**src/design/ahfr_pkg.sv**
```systemverilog
`timescale 1ns / 1ps
package ahfr_pkg;

	localparam int unsigned RX_BUFFER_BYTES_DEF = 512;
	localparam int unsigned STATUS_BYTES_DEF    = 8;

	localparam int unsigned CFG_IDX_W  = 2;
	localparam int unsigned CFG_DATA_W = 16;

	localparam logic [CFG_IDX_W-1:0] CFG_TIMEOUT  = 2'd0;
	localparam logic [CFG_IDX_W-1:0] CFG_SEQ_MIN  = 2'd1;
	localparam logic [CFG_IDX_W-1:0] CFG_MAX_DATA = 2'd2;

	localparam logic [15:0] TIMEOUT_RST  = 16'd1000;
	localparam logic [7:0]  SEQ_MIN_RST  = 8'd32;
	localparam logic [8:0]  MAX_DATA_RST = 9'd480;

	localparam logic [1:0] CMD_START = 2'd0;
	localparam logic [1:0] CMD_BYTE  = 2'd1;
	localparam logic [1:0] CMD_TICK  = 2'd2;

	localparam logic [7:0] B_PRE  = 8'h01;
	localparam logic [7:0] B_EOT  = 8'h03;
	localparam logic [7:0] B_SEP  = 8'h04;
	localparam logic [7:0] B_PST  = 8'h05;
	localparam logic [7:0] B_NAK  = 8'h15;
	localparam logic [7:0] B_SYN  = 8'h16;
	localparam logic [7:0] HEX_LO = 8'h30;
	localparam logic [7:0] HEX_HI = 8'h3F;

	localparam logic [15:0] LEN_BIAS     = 16'h0020;
	localparam logic [15:0] POS_LEN_LAST = 16'd4;
	localparam logic [15:0] POS_SEQ      = 16'd5;
	localparam logic [15:0] POS_CMD_LO   = 16'd6;
	localparam logic [15:0] POS_CMD_HI   = 16'd9;
	localparam logic [15:0] POS_DATA     = 16'd10;
	localparam logic [15:0] BCC_CHARS    = 16'd4;
	localparam logic [15:0] TAIL_BYTES   = 16'd6;

	typedef enum logic [2:0] {
		E_OK,
		E_TIMEOUT,
		E_NAK,
		E_INVALID,
		E_BCC,
		E_OVERFLOW,
		E_SEQ,
		E_CMD
	} err_t;

	typedef enum logic [1:0] {
		REQ_START,
		REQ_BYTE,
		REQ_TICK
	} req_kind_t;

	typedef struct packed {
		logic is_hex;
		logic is_pre;
		logic is_eot;
		logic is_sep;
		logic is_pst;
		logic is_nak;
		logic is_syn;
		logic hi_bit;
	} byte_cls_t;

	typedef struct packed {
		req_kind_t   kind;
		logic [7:0]  data;
		byte_cls_t   cls;
		logic [7:0]  want_seq;
		logic [15:0] want_cmd;
	} req_t;

	typedef struct packed {
		logic full;
		logic empty;
	} qstat_t;

	function automatic logic [15:0] nib_push(input logic [15:0] w, input logic [7:0] b);
		logic [7:0] d;
		d = b - HEX_LO;
		return {w[11:0], d[3:0]};
	endfunction

endpackage

```
**src/design/ahfr_if.sv**
```systemverilog
`timescale 1ns / 1ps
interface ahfr_item_if;
	logic        valid;
	logic        ready;
	logic [1:0]  cmd;
	logic [7:0]  rx_byte;
	logic [7:0]  expected_seq;
	logic [15:0] expected_cmd;

	modport source(output valid, output cmd, output rx_byte, output expected_seq,
		output expected_cmd, input ready);
	modport sink(input valid, input cmd, input rx_byte, input expected_seq,
		input expected_cmd, output ready);
endinterface

interface ahfr_result_if;
	logic        valid;
	logic        ready;
	logic        kind;
	logic [7:0]  data_byte;
	logic [8:0]  data_index;
	logic [2:0]  error_code;
	logic [7:0]  resp_seq;
	logic [15:0] resp_cmd;
	logic [63:0] status_bytes;
	logic [8:0]  data_count;

	modport source(output valid, output kind, output data_byte, output data_index,
		output error_code, output resp_seq, output resp_cmd, output status_bytes,
		output data_count, input ready);
	modport sink(input valid, input kind, input data_byte, input data_index,
		input error_code, input resp_seq, input resp_cmd, input status_bytes,
		input data_count, output ready);
endinterface

```
**src/design/ahfr_front.sv**
```systemverilog
`timescale 1ns / 1ps
module ahfr_front (
	ahfr_item_if.sink       item,
	input  ahfr_pkg::qstat_t q_stat,
	output logic            push,
	output ahfr_pkg::req_t  push_data
);
	import ahfr_pkg::*;

	logic known;

	assign item.ready = !q_stat.full;

	always_comb begin
		known          = 1'b1;
		push_data.kind = REQ_BYTE;
		unique case (item.cmd)
			CMD_START: push_data.kind = REQ_START;
			CMD_BYTE:  push_data.kind = REQ_BYTE;
			CMD_TICK:  push_data.kind = REQ_TICK;
			default:   known = 1'b0;
		endcase
		push_data.data         = item.rx_byte;
		push_data.want_seq     = item.expected_seq;
		push_data.want_cmd     = item.expected_cmd;
		push_data.cls.is_hex   = (item.rx_byte >= HEX_LO) && (item.rx_byte <= HEX_HI);
		push_data.cls.is_pre   = item.rx_byte == B_PRE;
		push_data.cls.is_eot   = item.rx_byte == B_EOT;
		push_data.cls.is_sep   = item.rx_byte == B_SEP;
		push_data.cls.is_pst   = item.rx_byte == B_PST;
		push_data.cls.is_nak   = item.rx_byte == B_NAK;
		push_data.cls.is_syn   = item.rx_byte == B_SYN;
		push_data.cls.hi_bit   = item.rx_byte[7];
	end

	// drop unknown commands here; they never reach the queue
	assign push = item.valid && !q_stat.full && known;

endmodule

```
**src/design/ahfr_queue.sv**
```systemverilog
`timescale 1ns / 1ps
module ahfr_queue (
	input  logic            clk,
	input  logic            arst_n,
	input  logic            push,
	input  ahfr_pkg::req_t  push_data,
	input  logic            pop,
	output ahfr_pkg::req_t  head,
	output ahfr_pkg::qstat_t stat
);
	import ahfr_pkg::*;

	localparam int unsigned DEPTH = 2;
	localparam int unsigned AW    = $clog2(DEPTH);

	req_t           mem_q [DEPTH];
	logic [AW-1:0]  wr_q;
	logic [AW-1:0]  rd_q;
	logic [AW:0]    cnt_q;

	always_ff @(posedge clk) begin
		if (push) begin
			mem_q[wr_q] <= push_data;
		end
	end

	always_ff @(posedge clk or negedge arst_n) begin
		if (!arst_n) begin
			wr_q  <= '0;
			rd_q  <= '0;
			cnt_q <= '0;
		end else begin
			if (push) begin
				wr_q <= wr_q + 1'b1;
			end
			if (pop) begin
				rd_q <= rd_q + 1'b1;
			end
			unique case ({push, pop})
				2'b10:   cnt_q <= cnt_q + 1'b1;
				2'b01:   cnt_q <= cnt_q - 1'b1;
				default: cnt_q <= cnt_q;
			endcase
		end
	end

	assign head       = mem_q[rd_q];
	assign stat.full  = cnt_q == (AW+1)'(DEPTH);
	assign stat.empty = cnt_q == '0;

endmodule

```
**src/design/ahfr_back.sv**
```systemverilog
`timescale 1ns / 1ps
module ahfr_back #(
	parameter int unsigned RX_BUFFER_BYTES = ahfr_pkg::RX_BUFFER_BYTES_DEF,
	parameter int unsigned STATUS_BYTES    = ahfr_pkg::STATUS_BYTES_DEF
) (
	input  logic                            clk,
	input  logic                            arst_n,
	input  logic                            cfg_we,
	input  logic [ahfr_pkg::CFG_IDX_W-1:0]  cfg_index,
	input  logic [ahfr_pkg::CFG_DATA_W-1:0] cfg_data,
	input  ahfr_pkg::req_t                  head,
	input  ahfr_pkg::qstat_t                q_stat,
	output logic                            pop,
	ahfr_result_if.source                   result
);
	import ahfr_pkg::*;

	localparam int unsigned PW        = $clog2(RX_BUFFER_BYTES + 1);
	localparam int unsigned SW        = 8 * STATUS_BYTES;
	localparam int unsigned PAD       = 8 * (8 - STATUS_BYTES);
	localparam int unsigned MIN_RAW   = 11 + STATUS_BYTES;
	localparam int unsigned MIN_FRAME = MIN_RAW + 6;

	localparam logic [PW-1:0] CNT_FULL  = PW'(RX_BUFFER_BYTES);
	localparam logic [15:0]   LEN_MIN_W = LEN_BIAS + 16'(MIN_RAW);
	localparam logic [15:0]   SEP_OFS   = LEN_BIAS + 16'(STATUS_BYTES + 1);
	localparam logic [15:0]   FRAME_MIN = 16'(MIN_FRAME);

	typedef enum logic [1:0] {
		PH_IDLE,
		PH_HUNT,
		PH_FRAME
	} phase_t;

	typedef struct packed {
		logic lenbad;
		logic cmdbad;
		logic bccbad;
		logic pstbad;
		logic sepbad;
		logic statbad;
		logic lenok;
	} flags_t;

	phase_t         phase_q, phase_d;
	logic [15:0]    win_q, win_d;
	logic [PW-1:0]  cnt_q, cnt_d;
	logic [15:0]    sum_q, sum_d;
	logic [15:0]    post_q, post_d;
	logic [15:0]    len_q, len_d;
	logic [15:0]    raw_q, raw_d;
	logic [15:0]    sep_q, sep_d;
	logic [15:0]    dl_q, dl_d;
	logic [7:0]     seq_q, seq_d;
	logic [15:0]    cmdw_q, cmdw_d;
	logic [15:0]    bcc_q, bcc_d;
	logic [SW-1:0]  stat_q, stat_d;
	flags_t         flg_q, flg_d;
	logic [7:0]     want_seq_q, want_seq_d;
	logic [15:0]    want_cmd_q, want_cmd_d;

	logic [15:0]    tmo_q;
	logic [7:0]     seq_min_q;
	logic [8:0]     max_data_q;

	logic           ovalid_q;
	logic           okind_q;
	logic [7:0]     obyte_q;
	logic [8:0]     oidx_q;
	err_t           oerr_q;
	logic [7:0]     oseq_q;
	logic [15:0]    ocmd_q;
	logic [63:0]    ostat_q;
	logic [8:0]     ocnt_q;

	logic           adv;
	logic           emit_v;
	logic           emit_d;
	err_t           verr;
	err_t           judge_err;
	logic [8:0]     didx;
	logic [15:0]    pe;
	logic [15:0]    bc_new;
	logic [15:0]    sum_add;
	logic [15:0]    new_lw;
	logic [15:0]    didx_w;
	logic           data_ok;
	logic [8:0]     dcount;
	logic [7:0]     b;

	assign adv     = !q_stat.empty && (!ovalid_q || result.ready);
	assign pop     = adv;
	assign b       = head.data;
	assign pe      = 16'(cnt_q);
	assign bc_new  = pe + 16'd1;
	assign sum_add = sum_q + 16'(b);
	assign new_lw  = nib_push(len_q, b);
	assign didx_w  = pe - POS_DATA;
	assign data_ok = flg_q.lenok && (dl_q <= 16'(max_data_q));
	assign dcount  = data_ok ? dl_q[8:0] : 9'd0;

	always_comb begin
		priority if (bc_new < FRAME_MIN) begin
			judge_err = E_INVALID;
		end else if (!flg_q.lenok) begin
			judge_err = E_INVALID;
		end else if (dl_q > 16'(max_data_q)) begin
			judge_err = E_INVALID;
		end else if (bc_new != raw_q + TAIL_BYTES) begin
			judge_err = E_INVALID;
		end else if (flg_q.pstbad || flg_q.bccbad) begin
			judge_err = E_INVALID;
		end else if (post_q != bcc_q) begin
			judge_err = E_BCC;
		end else if (seq_q < seq_min_q) begin
			judge_err = E_INVALID;
		end else if (flg_q.cmdbad || flg_q.sepbad || flg_q.statbad) begin
			judge_err = E_INVALID;
		end else if (seq_q != want_seq_q) begin
			judge_err = E_SEQ;
		end else if (cmdw_q != want_cmd_q) begin
			judge_err = E_CMD;
		end else begin
			judge_err = E_OK;
		end
	end

	always_comb begin
		phase_d    = phase_q;
		win_d      = win_q;
		cnt_d      = cnt_q;
		sum_d      = sum_q;
		post_d     = post_q;
		len_d      = len_q;
		raw_d      = raw_q;
		sep_d      = sep_q;
		dl_d       = dl_q;
		seq_d      = seq_q;
		cmdw_d     = cmdw_q;
		bcc_d      = bcc_q;
		stat_d     = stat_q;
		flg_d      = flg_q;
		want_seq_d = want_seq_q;
		want_cmd_d = want_cmd_q;
		emit_v     = 1'b0;
		emit_d     = 1'b0;
		verr       = E_OK;
		didx       = didx_w[8:0];

		if (adv) begin
			unique case (head.kind)
				REQ_START: begin
					phase_d    = PH_HUNT;
					win_d      = '0;
					cnt_d      = '0;
					sum_d      = '0;
					post_d     = '0;
					len_d      = '0;
					raw_d      = '0;
					sep_d      = '0;
					dl_d       = '0;
					seq_d      = '0;
					cmdw_d     = '0;
					bcc_d      = '0;
					stat_d     = '0;
					flg_d      = '0;
					want_seq_d = head.want_seq;
					want_cmd_d = head.want_cmd;
				end
				REQ_TICK: begin
					if (phase_q != PH_IDLE) begin
						if (win_q != 16'hFFFF) begin
							win_d = win_q + 16'd1;
						end
						if (win_d >= tmo_q) begin
							emit_v = 1'b1;
							verr   = E_TIMEOUT;
						end
					end
				end
				REQ_BYTE: begin
					if (phase_q == PH_HUNT) begin
						priority if (head.cls.is_nak) begin
							emit_v = 1'b1;
							verr   = E_NAK;
						end else if (head.cls.is_syn) begin
							win_d = '0;
						end else if (head.cls.is_pre) begin
							phase_d = PH_FRAME;
							cnt_d   = PW'(1);
						end
					end else if (phase_q == PH_FRAME) begin
						priority if (cnt_q >= CNT_FULL) begin
							emit_v = 1'b1;
							verr   = E_OVERFLOW;
						end else if (head.cls.is_eot) begin
							cnt_d  = cnt_q + 1'b1;
							emit_v = 1'b1;
							verr   = judge_err;
						end else if (pe <= POS_LEN_LAST) begin
							cnt_d        = cnt_q + 1'b1;
							flg_d.lenbad = flg_q.lenbad || !head.cls.is_hex;
							len_d        = new_lw;
							raw_d        = new_lw - LEN_BIAS;
							sep_d        = new_lw - SEP_OFS;
							dl_d         = new_lw - LEN_MIN_W;
							sum_d        = sum_add;
							if (pe == POS_LEN_LAST && !flg_d.lenbad && new_lw >= LEN_MIN_W) begin
								flg_d.lenok = 1'b1;
							end
						end else begin
							cnt_d = cnt_q + 1'b1;
							if (pe == POS_SEQ) begin
								seq_d = b;
							end
							if (pe >= POS_CMD_LO && pe <= POS_CMD_HI) begin
								flg_d.cmdbad = flg_q.cmdbad || !head.cls.is_hex;
								cmdw_d       = nib_push(cmdw_q, b);
							end
							if (flg_q.lenok) begin
								if (pe <= raw_q) begin
									sum_d = sum_add;
								end
								if (pe == raw_q) begin
									post_d       = sum_add;
									flg_d.pstbad = flg_q.pstbad || !head.cls.is_pst;
								end
								if (pe > raw_q && pe <= raw_q + BCC_CHARS) begin
									flg_d.bccbad = flg_q.bccbad || !head.cls.is_hex;
									bcc_d        = nib_push(bcc_q, b);
								end
								if (pe == sep_q && !head.cls.is_sep) begin
									flg_d.sepbad = 1'b1;
								end
								if (pe > sep_q && pe < raw_q) begin
									flg_d.statbad = flg_q.statbad || !head.cls.hi_bit;
									stat_d        = (stat_q << 8) | SW'(b);
								end
								if (data_ok && pe >= POS_DATA && pe < sep_q) begin
									emit_d = 1'b1;
								end
							end
						end
					end
				end
				default: begin
					phase_d = phase_q;
				end
			endcase
			if (emit_v) begin
				phase_d = PH_IDLE;
			end
		end
	end

	always_ff @(posedge clk or negedge arst_n) begin
		if (!arst_n) begin
			phase_q    <= PH_IDLE;
			win_q      <= '0;
			cnt_q      <= '0;
			sum_q      <= '0;
			post_q     <= '0;
			len_q      <= '0;
			raw_q      <= '0;
			sep_q      <= '0;
			dl_q       <= '0;
			seq_q      <= '0;
			cmdw_q     <= '0;
			bcc_q      <= '0;
			stat_q     <= '0;
			flg_q      <= '0;
			want_seq_q <= '0;
			want_cmd_q <= '0;
			tmo_q      <= TIMEOUT_RST;
			seq_min_q  <= SEQ_MIN_RST;
			max_data_q <= MAX_DATA_RST;
			ovalid_q   <= 1'b0;
		end else begin
			phase_q    <= phase_d;
			win_q      <= win_d;
			cnt_q      <= cnt_d;
			sum_q      <= sum_d;
			post_q     <= post_d;
			len_q      <= len_d;
			raw_q      <= raw_d;
			sep_q      <= sep_d;
			dl_q       <= dl_d;
			seq_q      <= seq_d;
			cmdw_q     <= cmdw_d;
			bcc_q      <= bcc_d;
			stat_q     <= stat_d;
			flg_q      <= flg_d;
			want_seq_q <= want_seq_d;
			want_cmd_q <= want_cmd_d;
			if (cfg_we) begin
				unique case (cfg_index)
					CFG_TIMEOUT:  tmo_q      <= cfg_data[15:0];
					CFG_SEQ_MIN:  seq_min_q  <= cfg_data[7:0];
					CFG_MAX_DATA: max_data_q <= cfg_data[8:0];
					default:      tmo_q      <= tmo_q;
				endcase
			end
			if (adv) begin
				ovalid_q <= emit_v || emit_d;
			end else if (result.ready) begin
				ovalid_q <= 1'b0;
			end
		end
	end

	// load the result register whenever a request advances with a result
	always_ff @(posedge clk) begin
		if (adv && emit_v) begin
			okind_q <= 1'b1;
			obyte_q <= '0;
			oidx_q  <= '0;
			oerr_q  <= verr;
			oseq_q  <= seq_q;
			ocmd_q  <= cmdw_q;
			ostat_q <= 64'(stat_q) << PAD;
			ocnt_q  <= dcount;
		end else if (adv && emit_d) begin
			okind_q <= 1'b0;
			obyte_q <= b;
			oidx_q  <= didx;
			oerr_q  <= E_OK;
			oseq_q  <= '0;
			ocmd_q  <= '0;
			ostat_q <= '0;
			ocnt_q  <= '0;
		end
	end

	assign result.valid        = ovalid_q;
	assign result.kind         = okind_q;
	assign result.data_byte    = obyte_q;
	assign result.data_index   = oidx_q;
	assign result.error_code   = oerr_q;
	assign result.resp_seq     = oseq_q;
	assign result.resp_cmd     = ocmd_q;
	assign result.status_bytes = ostat_q;
	assign result.data_count   = ocnt_q;

endmodule

```
**src/design/ascii_hex_frame_receiver.sv**
```systemverilog
// Channel   Dir   Payload
// item      in    cmd, rx_byte, expected_seq, expected_cmd
// result    out   kind, data_byte, data_index, error_code, resp_seq, resp_cmd,
//                 status_bytes, data_count
// cfg       in    cfg_we, cfg_index, cfg_data (write only)
//
// One request per cycle while the queue is not full; an accepted request is
// classified and written into a two-entry queue, then a deframer step takes it
// from the queue head and loads any result into the result register.
// Each deframer step handles one request and yields at most one result.
// A result stalled at the output holds the deframer; the queue keeps taking
// requests until it is full.
// arst_n clears all control state and loads the register reset values.
`timescale 1ns / 1ps
module ascii_hex_frame_receiver #(
	parameter int unsigned RX_BUFFER_BYTES = ahfr_pkg::RX_BUFFER_BYTES_DEF,
	parameter int unsigned STATUS_BYTES    = ahfr_pkg::STATUS_BYTES_DEF
) (
	input  logic                            clk,
	input  logic                            arst_n,
	ahfr_item_if.sink                       item,
	ahfr_result_if.source                   result,
	input  logic                            cfg_we,
	input  logic [ahfr_pkg::CFG_IDX_W-1:0]  cfg_index,
	input  logic [ahfr_pkg::CFG_DATA_W-1:0] cfg_data
);
	import ahfr_pkg::*;

	logic   push;
	req_t   push_data;
	logic   pop;
	req_t   head;
	qstat_t q_stat;

	ahfr_front u_front (
		.item      (item),
		.q_stat    (q_stat),
		.push      (push),
		.push_data (push_data)
	);

	ahfr_queue u_queue (
		.clk       (clk),
		.arst_n    (arst_n),
		.push      (push),
		.push_data (push_data),
		.pop       (pop),
		.head      (head),
		.stat      (q_stat)
	);

	ahfr_back #(
		.RX_BUFFER_BYTES (RX_BUFFER_BYTES),
		.STATUS_BYTES    (STATUS_BYTES)
	) u_back (
		.clk       (clk),
		.arst_n    (arst_n),
		.cfg_we    (cfg_we),
		.cfg_index (cfg_index),
		.cfg_data  (cfg_data),
		.head      (head),
		.q_stat    (q_stat),
		.pop       (pop),
		.result    (result)
	);

`ifndef ASSERT_OFF
	a_data_clean: assert property (@(posedge clk) disable iff (!arst_n)
		(result.valid && !result.kind) |-> (result.error_code == E_OK &&
		result.resp_seq == 8'd0 && result.resp_cmd == 16'd0 &&
		result.status_bytes == 64'd0 && result.data_count == 9'd0))
		else $error("data result carries verdict fields");

	a_pop_blocked: assert property (@(posedge clk) disable iff (!arst_n)
		pop |-> !(result.valid && !result.ready))
		else $error("request taken while result stalled");

	a_pop_empty: assert property (@(posedge clk) disable iff (!arst_n)
		pop |-> !q_stat.empty)
		else $error("pop from empty queue");

	a_queue_stat: assert property (@(posedge clk) disable iff (!arst_n)
		!(q_stat.full && q_stat.empty))
		else $error("queue both full and empty");
`endif

endmodule

```
**src/flat_wrapper.sv**
```systemverilog
// flat-port wrapper written by rule: the top's interface ports become plain ports
module ascii_hex_frame_receiver_flat import ahfr_pkg::*;
#(
	parameter int unsigned RX_BUFFER_BYTES = ahfr_pkg::RX_BUFFER_BYTES_DEF,
	parameter int unsigned STATUS_BYTES    = ahfr_pkg::STATUS_BYTES_DEF
)
  (clk, arst_n, cfg_we, cfg_index, cfg_data, item_valid, item_cmd, item_rx_byte, item_expected_seq, item_expected_cmd, item_ready, result_valid, result_kind, result_data_byte, result_data_index, result_error_code, result_resp_seq, result_resp_cmd, result_status_bytes, result_data_count, result_ready);
  ahfr_item_if item_i ();
  ahfr_result_if result_i ();
  input  logic clk;
  input  logic arst_n;
  input  logic cfg_we;
  input  logic [ahfr_pkg::CFG_IDX_W-1:0] cfg_index;
  input  logic [ahfr_pkg::CFG_DATA_W-1:0] cfg_data;
  input wire logic [$bits(item_i.valid)-1:0] item_valid;
  input wire logic [$bits(item_i.cmd)-1:0] item_cmd;
  input wire logic [$bits(item_i.rx_byte)-1:0] item_rx_byte;
  input wire logic [$bits(item_i.expected_seq)-1:0] item_expected_seq;
  input wire logic [$bits(item_i.expected_cmd)-1:0] item_expected_cmd;
  output wire logic [$bits(item_i.ready)-1:0] item_ready;
  output wire logic [$bits(result_i.valid)-1:0] result_valid;
  output wire logic [$bits(result_i.kind)-1:0] result_kind;
  output wire logic [$bits(result_i.data_byte)-1:0] result_data_byte;
  output wire logic [$bits(result_i.data_index)-1:0] result_data_index;
  output wire logic [$bits(result_i.error_code)-1:0] result_error_code;
  output wire logic [$bits(result_i.resp_seq)-1:0] result_resp_seq;
  output wire logic [$bits(result_i.resp_cmd)-1:0] result_resp_cmd;
  output wire logic [$bits(result_i.status_bytes)-1:0] result_status_bytes;
  output wire logic [$bits(result_i.data_count)-1:0] result_data_count;
  input wire logic [$bits(result_i.ready)-1:0] result_ready;
  assign item_i.valid = item_valid;
  assign item_i.cmd = item_cmd;
  assign item_i.rx_byte = item_rx_byte;
  assign item_i.expected_seq = item_expected_seq;
  assign item_i.expected_cmd = item_expected_cmd;
  assign item_ready = item_i.ready;
  assign result_valid = result_i.valid;
  assign result_kind = result_i.kind;
  assign result_data_byte = result_i.data_byte;
  assign result_data_index = result_i.data_index;
  assign result_error_code = result_i.error_code;
  assign result_resp_seq = result_i.resp_seq;
  assign result_resp_cmd = result_i.resp_cmd;
  assign result_status_bytes = result_i.status_bytes;
  assign result_data_count = result_i.data_count;
  assign result_i.ready = result_ready;
  ascii_hex_frame_receiver #(.RX_BUFFER_BYTES(RX_BUFFER_BYTES), .STATUS_BYTES(STATUS_BYTES)) u_core (.clk(clk), .arst_n(arst_n), .item(item_i), .result(result_i), .cfg_we(cfg_we), .cfg_index(cfg_index), .cfg_data(cfg_data));
endmodule
```
**config.mk**
```make
export PLATFORM = sky130hd
export DESIGN_NAME = ascii_hex_frame_receiver_flat
export DESIGN_NICKNAME = d
export VERILOG_FILES = /design/src/design/ahfr_pkg.sv /design/src/design/ahfr_if.sv /design/src/design/ahfr_front.sv /design/src/design/ahfr_queue.sv /design/src/design/ahfr_back.sv /design/src/design/ascii_hex_frame_receiver.sv /design/src/flat_wrapper.sv
export SDC_FILE = /design/constraint.sdc
export NUM_CORES = 1
export LEC_CHECK = 0
export BUFFER_PORTS_ARGS = -buffer_cell sky130_fd_sc_hd__buf_4
export CAP_MARGIN = 30
export CORE_UTILIZATION = 58
export CTS_CLUSTER_SIZE = 12
export DETAILED_ROUTE_END_ITERATION = 12
export PLACE_DENSITY = 0.77
export SLEW_MARGIN = 20
export SYNTH_ARGS = -nofsm -noshare
export SYNTH_HDL_FRONTEND = slang
export SYNTH_SLANG_ARGS = --single-unit
```
**constraint.sdc**
```tcl
create_clock -name clk -period 23.1 [get_ports clk]
set_input_delay 1.155 -clock clk [delete_from_list [all_inputs] [get_ports clk]]
set_output_delay 1.155 -clock clk [all_outputs]
set_load 0.1 [all_outputs]
```
; ---- Yosys cells after proc, flatten, opt, wreduce, memory -nomap -nowiden
; Memory sizes are Yosys's and may differ from the RTL's.
; Cells that the tools add are included.
[totals]
ff_bits = 411
ram_bits = 84
in_bits = 57
output_inout_bits = 120
memories = 1
[mem_list]
columns = memory, depth, word_bits, rd, rd_ports_with_merged_regs, write_ports, line
row1 = u_core.u_queue.mem_q, 2, 42, 1, 0, 1, ahfr_queue.sv:16  ; req_t mem_q [DEPTH];
[op_classes]
n_addsub = 15
n_lt_le_gt_ge = 19
n_eq_ne = 55
mux = 163
bitwise = 1
n_reduce_logical = 61
[op_table]
columns = op, count
row1 = $mux W16, 52
row2 = $mux W64, 9
row3 = $pmux W16 S2, 7
row4 = $pmux W64 S2, 1
row5 = $mux W8, 8
row6 = $or A64 B8 Y64, 1
row7 = $mux W10, 6
row8 = $mux W12, 5
row9 = $mux W3, 17
row10 = $pmux W16 S3, 1
row11 = $sub A16 B6 Y16 const B, 3
row12 = $reduce_and A9 Y1, 4
row13 = $ne A2 B2 Y1 const B, 17
row14 = $mux W1, 33
row15 = $add A16 B3 Y16 const B, 2
row16 = $eq A10 B16 Y1, 2
row17 = $gt A10 B16 Y1, 2
row18 = $le A10 B16 Y1, 2
row19 = $lt A10 B16 Y1, 2
row20 = $ne A16 B16 Y1, 2
row21 = $reduce_and A8 Y1, 4
row22 = $mux W7, 4
row23 = $mux W9, 3
row24 = $ne A3 B3 Y1 const B, 9
row25 = other kinds (54), 118

; ---- Depth between registers and ports, before layout
[depth]
ltp_word = 18
depth_mapped = 19
ltp_nobuf = 16

; ---- Cells and area by module
; From an unflattened synthesis, not the netlist that was laid out.
[hier_totals]
hier_cells = 2111
hier_area_um2 = 23796.6
[by_module_without_submodules]
columns = mod, instances, cells_each, area_each_um2
row1 = ahfr_back, 1, 1912, 20014.2
row2 = ahfr_queue, 1, 147, 3417.0
row3 = ahfr_front, 1, 52, 365.4

; ---- Worst setup path after synthesis
; Ideal clock, no wire load.
[synth_timing]
path_kind = register to register
startpoint = register u_core.u_queue.rd_q
endpoint = register u_core.u_back.ocnt_q[0] (netlist: u_core.u_back.result.data_count[0]), enable pin
t_arrival_ns = 10.081
t_required_ns = 22.402
path_slack_ns = 12.321
stages_incl_launch_ff = 12
path_buffers = 5
period_less_slack_ns = 10.779
cell_sequence = dfrtp_1 buf_2 buf_1 clkbuf_1 buf_1 mux2i_1 ha_1 clkbuf_1 and3_1 o21ai_0 a31o_2 o21ai_0
[synth_between]
elab_chain_cells = 10
word_cells_on_any_way = 20
classes_between = eq/ne: 2 / mux: 14 / reduce/logical: 3 / memory: 1
[synth_lines]
columns = item, line
row1 = from (decl), ahfr_queue.sv:18  ; logic [AW-1:0] rd_q;
row2 = from (signal assigned), ahfr_queue.sv:37  ; rd_q <= rd_q + 1'b1;
row3 = $mem_v2 Z2 W42 *, --
row4 = $mux W1, ahfr_back.sv:196  ; end else if (head.cls.is_eot) begin
row5 = $mux W1, ahfr_back.sv:193  ; priority if (cnt_q >= CNT_FULL) begin
row6 = $mux W1, ahfr_back.sv:192  ; end else if (phase_q == PH_FRAME) begin
row7 = $mux W1, ahfr_back.sv:182  ; if (phase_q == PH_HUNT) begin
row8 = $pmux W1 S2, ahfr_back.sv:151  ; unique case (head.kind)
row9 = $mux W1 (2 in a row), ahfr_back.sv:150  ; if (adv) begin
row10 = $logic_and A1 B1 Y1, ahfr_back.sv:313  ; if (adv && emit_v) begin
row11 = $reduce_bool A2 Y1 (no line) *, --
row12 = to (signal assigned), ahfr_back.sv:321  ; ocnt_q <= dcount;
row13 = to (decl), ahfr_back.sv:74  ; logic [8:0] ocnt_q;
; Every way passes the cells marked *; elsewhere a longest branch is shown, timed or not. The select of a mux whose other input is x is not followed.
; A chain may end at the register's enable or synchronous reset.

; ---- Worst setup path in the final report
[layout_timing]
startpoint = register u_core.u_back.win_q[3]
endpoint = register u_core.u_back.ostat_q[29] (netlist: u_core.u_back.result.status_bytes[29]), enable pin
[layout_between]
elab_chain_cells = 13
word_cells_on_any_way = 14
classes_between = add/sub: 1 / order compare: 1 / eq/ne: 1 / mux: 9 / reduce/logical: 2
[layout_lines]
columns = item, line
row1 = from (decl), ahfr_back.sv:46  ; logic [15:0] win_q, win_d;
row2 = from (signal assigned), ahfr_back.sv:280  ; win_q <= win_d;
row3 = $add A16 B1 Y16 or $ne A16 B16 Y1 (tied branches), "ahfr_back.sv:173, ahfr_back.sv:172"
row4 = $mux W16 *, ahfr_back.sv:172  ; if (win_q != 16'hFFFF) begin
row5 = $mux W16 *, ahfr_back.sv:171  ; if (phase_q != PH_IDLE) begin
row6 = $mux W16 *, ahfr_back.sv:151
row7 = $mux W16 *, ahfr_back.sv:150
row8 = $ge A16 B16 Y1 *, ahfr_back.sv:175  ; if (win_d >= tmo_q) begin
row9 = $mux W1 *, ahfr_back.sv:175
row10 = $mux W1 *, ahfr_back.sv:171
row11 = $pmux W1 S2 *, ahfr_back.sv:151
row12 = $mux W1 * (2 in a row), ahfr_back.sv:150
row13 = $logic_and A1 B1 Y1 *, ahfr_back.sv:313
row14 = $reduce_bool A2 Y1 (no line) *, --
row15 = to (signal assigned), ahfr_back.sv:320  ; ostat_q <= 64'(stat_q) << PAD;
row16 = to (decl), ahfr_back.sv:73  ; logic [63:0] ostat_q;
; Marks and branches as above.

==> results by group <==
Worst setup path
  – CP Depth: 16
  – Top Family by Delay on Critical Path: simple AND/OR/NAND/NOR gates
  – WP data arrival: 5.25 ns
  – CP max stage delay: 0.58 ns
  – Data required time at the worst endpoint: 23.37 ns
  – CP Cell Sequence: and4_1 > and4_1 > nand3_1 > nand2b_1 > or2_2 > xnor2_1 > ha_1 > nand4_1 > nor2_1 > o2111ai_1 > o21ai_0 > o21ai_0 > a31o_2 > o21ai_4 > buf_4 > buf_16
  – Critical Path Start Type: register
  – Crit-path slowest cell: buf_4
  – WS Path Type: register to register
  – Critical Path Fanout Max: 48
  – Cell depth of the worst flop-to-flop path: 16
  – Buffer and inverter count on the worst path: 2
  – CP Capture Type: register

STA
  – Worst slew pin tran: 0.941 ns
  – Period minus WS final: 4.97 ns
  – Unrepaired setup endpoints after global routing: false
  – Tcrit/Tclk final: 0.215
  – Worst slew margin: 0.367
  – Setup_tns: 0 ns
  – Fmax: 0.201 GHz
  – Final setup violation count: 0
  – Final Hold Viols: 0
  – Max Clock Skew: 0.0163 ns
  – Slew Viols, Final: 0

Clock tree
  – Clock slew at reported path FFs: 0.06 ns
  – Worst-Skew Late Latency: 0.60 ns
  – Clk buf depth: 3
  – TritonCTS Buffers: 51
  – Hold buffer count at cts: 0
  – Resize count post-CTS: 0
  – CTS H-tree lvls: 2
  – Root cell of the clock tree: clkbuf_16
  – CTS Sinks: 487
  – Setup Buffers After CTS: 0
  – CTS tree: done

Global route
  – GRT Total Usage: 0.283
  – Initial antenna violation count: 1
  – Vias in the first global route: 16949
  – First-pass GRT wire length: 92.3 mm
  – Grt ovf: 0
  – Gr busiest metal: met2
  – Largest net degree at the start of global routing: 122
  – GR Util met1: 0.401
  – Global routing usage on met2: 0.435
  – GRT met3 Usage: 0.0488

Synthesis
  – Cell variety after synth: 81
  – Count of state elements after synthesis: 487
  – Cells after Synth: 2269
  – Ys flop type: dfrtp_1
  – YS warnings: 0
  – Synthesized area per cell: 10.5 sq um
  – Post-Syn Area: 0.0239 sq mm
  – Leading area contributor after synthesis: dfrtp_1
  – Top cell type's share of synthesized area: 0.289
  – Asr flop ratio synth: 0.589
  – Syn_nets: 2418
  – Seq/Total Area, Yosys: 0.546
  – Main area contributors after synthesis: dfrtp_1, edfxtp_1, nand2_1
  – EDFF count, synth: 182

Floorplan
  – Core Area: 0.0402 sq mm
  – Initial core utilization: 0.594
  – Die Y: 205 um
  – Num rows: 73
  – Die width: 205 um
  – Die ar.: 0.0420 sq mm
  – IO Pins: 177

Pwr
  – Total leakage power: 12.0 nW
  – Areal power density over the cells: 118 mW/mm^2
  – VDD IR max: 0.000104 V

Drt
  – Vias post-DR: 17556
  – Final ANT Viol Nets: 0
  – 1st-pass router iterations: 8
  – DRC Markers: 0
  – Drt initial violations: 1520
  – Drt via density: 5.92
  – Post-DR wirelength/cell: 19.6 um
  – Total routed wirelength: 58.1 mm

Run
  – Max-cap viol count: 0

Placement
  – Placed cell area: 0.0257 sq mm
  – Port bufs: 176
  – Post-DP HPWL: 40.4 mm
  – GP Congestion: 0.898

Final layout
  – Area growth syn-to-layout: 14.6%
  – Nets@finish: 2545
  – # diodes: 0
  – Multi-input gate area: 0.0101 sq mm
  – Top reg by flops: u_core.u_queue.mem_q
  – Design area: 0.0274 sq mm
  – Max reg flops: 82
  – Fillers: 3049
  – Layout cell share with drive strength beyond 1: 0.143
  – Reg area: 0.0130 sq mm

Run status
  – Outcome: finished, final reports clean

Min path
  – Hold path depth: 2
  – Type of the tightest min-delay check: register to register
## metrics by stage
step           power (mW)  utilization  hold WS (ns)  setup slack (ns)  instances
6_report             3.23        0.681         0.458             18.13       2964
2_1_floorplan        2.08            -         0.441             12.32       2269
3_5_place_dp         2.42        0.638         0.448             18.18       2866
3_3_place_gp         2.37        0.635         0.437             18.20       2860
5_1_grt              3.42        0.681         0.490             17.84       2964
4_1_cts              3.23        0.679         0.465             18.14       2962
## where the power goes
| part | switching (mW) | internal [mW] |
|---|---|---|
| combinational | 0.739 | 0.394 |
| sequential | 0.188 | 1.11 |
| clock | 0.331 | 0.472 |
## cell usage in the layout (no fill, tap or decap), types with 26 or more instances in the layout
cell type,Yosys,layout
nand3_1,100,100
clkbuf_1,92,26
dfrtp_1,276,275
ha_1,91,90
o21ai_0,167,166
o211ai_1,67,67
xnor2_1,76,76
nor3_1,28,27
clkbuf_16,0,52
nand2_1,364,363
nor4_1,27,27
mux2_2,35,35
and2_1,93,93
buf_4,0,193
nor2_1,111,107
inv_1,80,80
a21oi_1,45,45
mux2i_1,59,59
edfxtp_1,182,182
xor2_1,67,67
## path summary, 6_finish.rpt
path	startpoint	endpoint	slack [ns]
setup / recovery	u_core.u_back.win_q[3]	u_core.u_back.result.status_bytes[29]	18.13
hold / removal	u_core.u_back.result.data_index[2]	u_core.u_back.result.data_index[2]	0.46
setup reg to reg	u_core.u_back.win_q[3]	u_core.u_back.result.status_bytes[29]	18.13
hold reg to reg	u_core.u_back.result.data_index[2]	u_core.u_back.result.data_index[2]	0.46
max in group asynchronous	arst_n	u_core.u_back.max_data_q[6]	20.69
min in group asynchronous	arst_n	u_core.u_back.sum_q[1]	0.53
## layer usage
metal  wire, um  vias up
li1           -     8228
met1      25700     8549
met2      26300      656
met3       3990      123
met4       2110        0
met5          0        -
## cell type report
type / count / area share
inverters: 84 / 0.0115
multi-input cells: 1569 / 0.368
repair buffers: 203 / 0.0607
clock inverters: 8 / 0.00389
well taps: 525 / 0.0240
clock buffers: 88 / 0.0562
flip-flops and latches: 487 / 0.476
## worst reg2reg max path: stages (launching register included)
cell       delay, ns
dfrtp_1         0.46
and4_1          0.24
and4_1          0.26
nand3_1         0.26
nand2b_1        0.23
or2_2           0.36
xnor2_1         0.16
ha_1            0.31
nand4_1         0.09
nor2_1          0.14
o2111ai_1       0.12
o21ai_0         0.16
o21ai_0         0.15
a31o_2          0.36
o21ai_4         0.41
buf_4           0.59
buf_16          0.34
## synth_stat cells, drive strengths merged (4+ instances only)
cell type	number
a211oi	6
a21o	14
a21oi	46
a22o	12
a31oi	9
a32o	16
and2	94
and3	22
buf	35
clkbuf	94
dfrtp	276
dfstp	11
dfxtp	18
edfxtp	182
ha	91
inv	81
mux2	35
mux2i	59
nand2	365
nand2b	11
nand3	100
nand3b	5
nand4	25
nor2	111
nor2b	10
nor3	28
nor3b	6
nor4	28
nor4b	4
o211ai	67
o21a	9
o21ai	172
o31ai	24
or2	5
or3	5
or4	5
xnor2	76
xor2	67
## cells by family (layout without fill, tap and decap cells)
logic type,after synthesis,count (layout),synth area share
AND/OR/NAND/NOR,832,832,0.165
buffers and inverters,213,383,0.0359
multiplexers,94,94,0.0413
XOR/XNOR,145,145,0.0544
flip-flops,487,487,0.546
adder cells (fa/ha/maj),92,92,0.0485
AO/OA/AOI/OAI,406,406,0.110
Note: power is estimated with default switching activity, not from simulation.
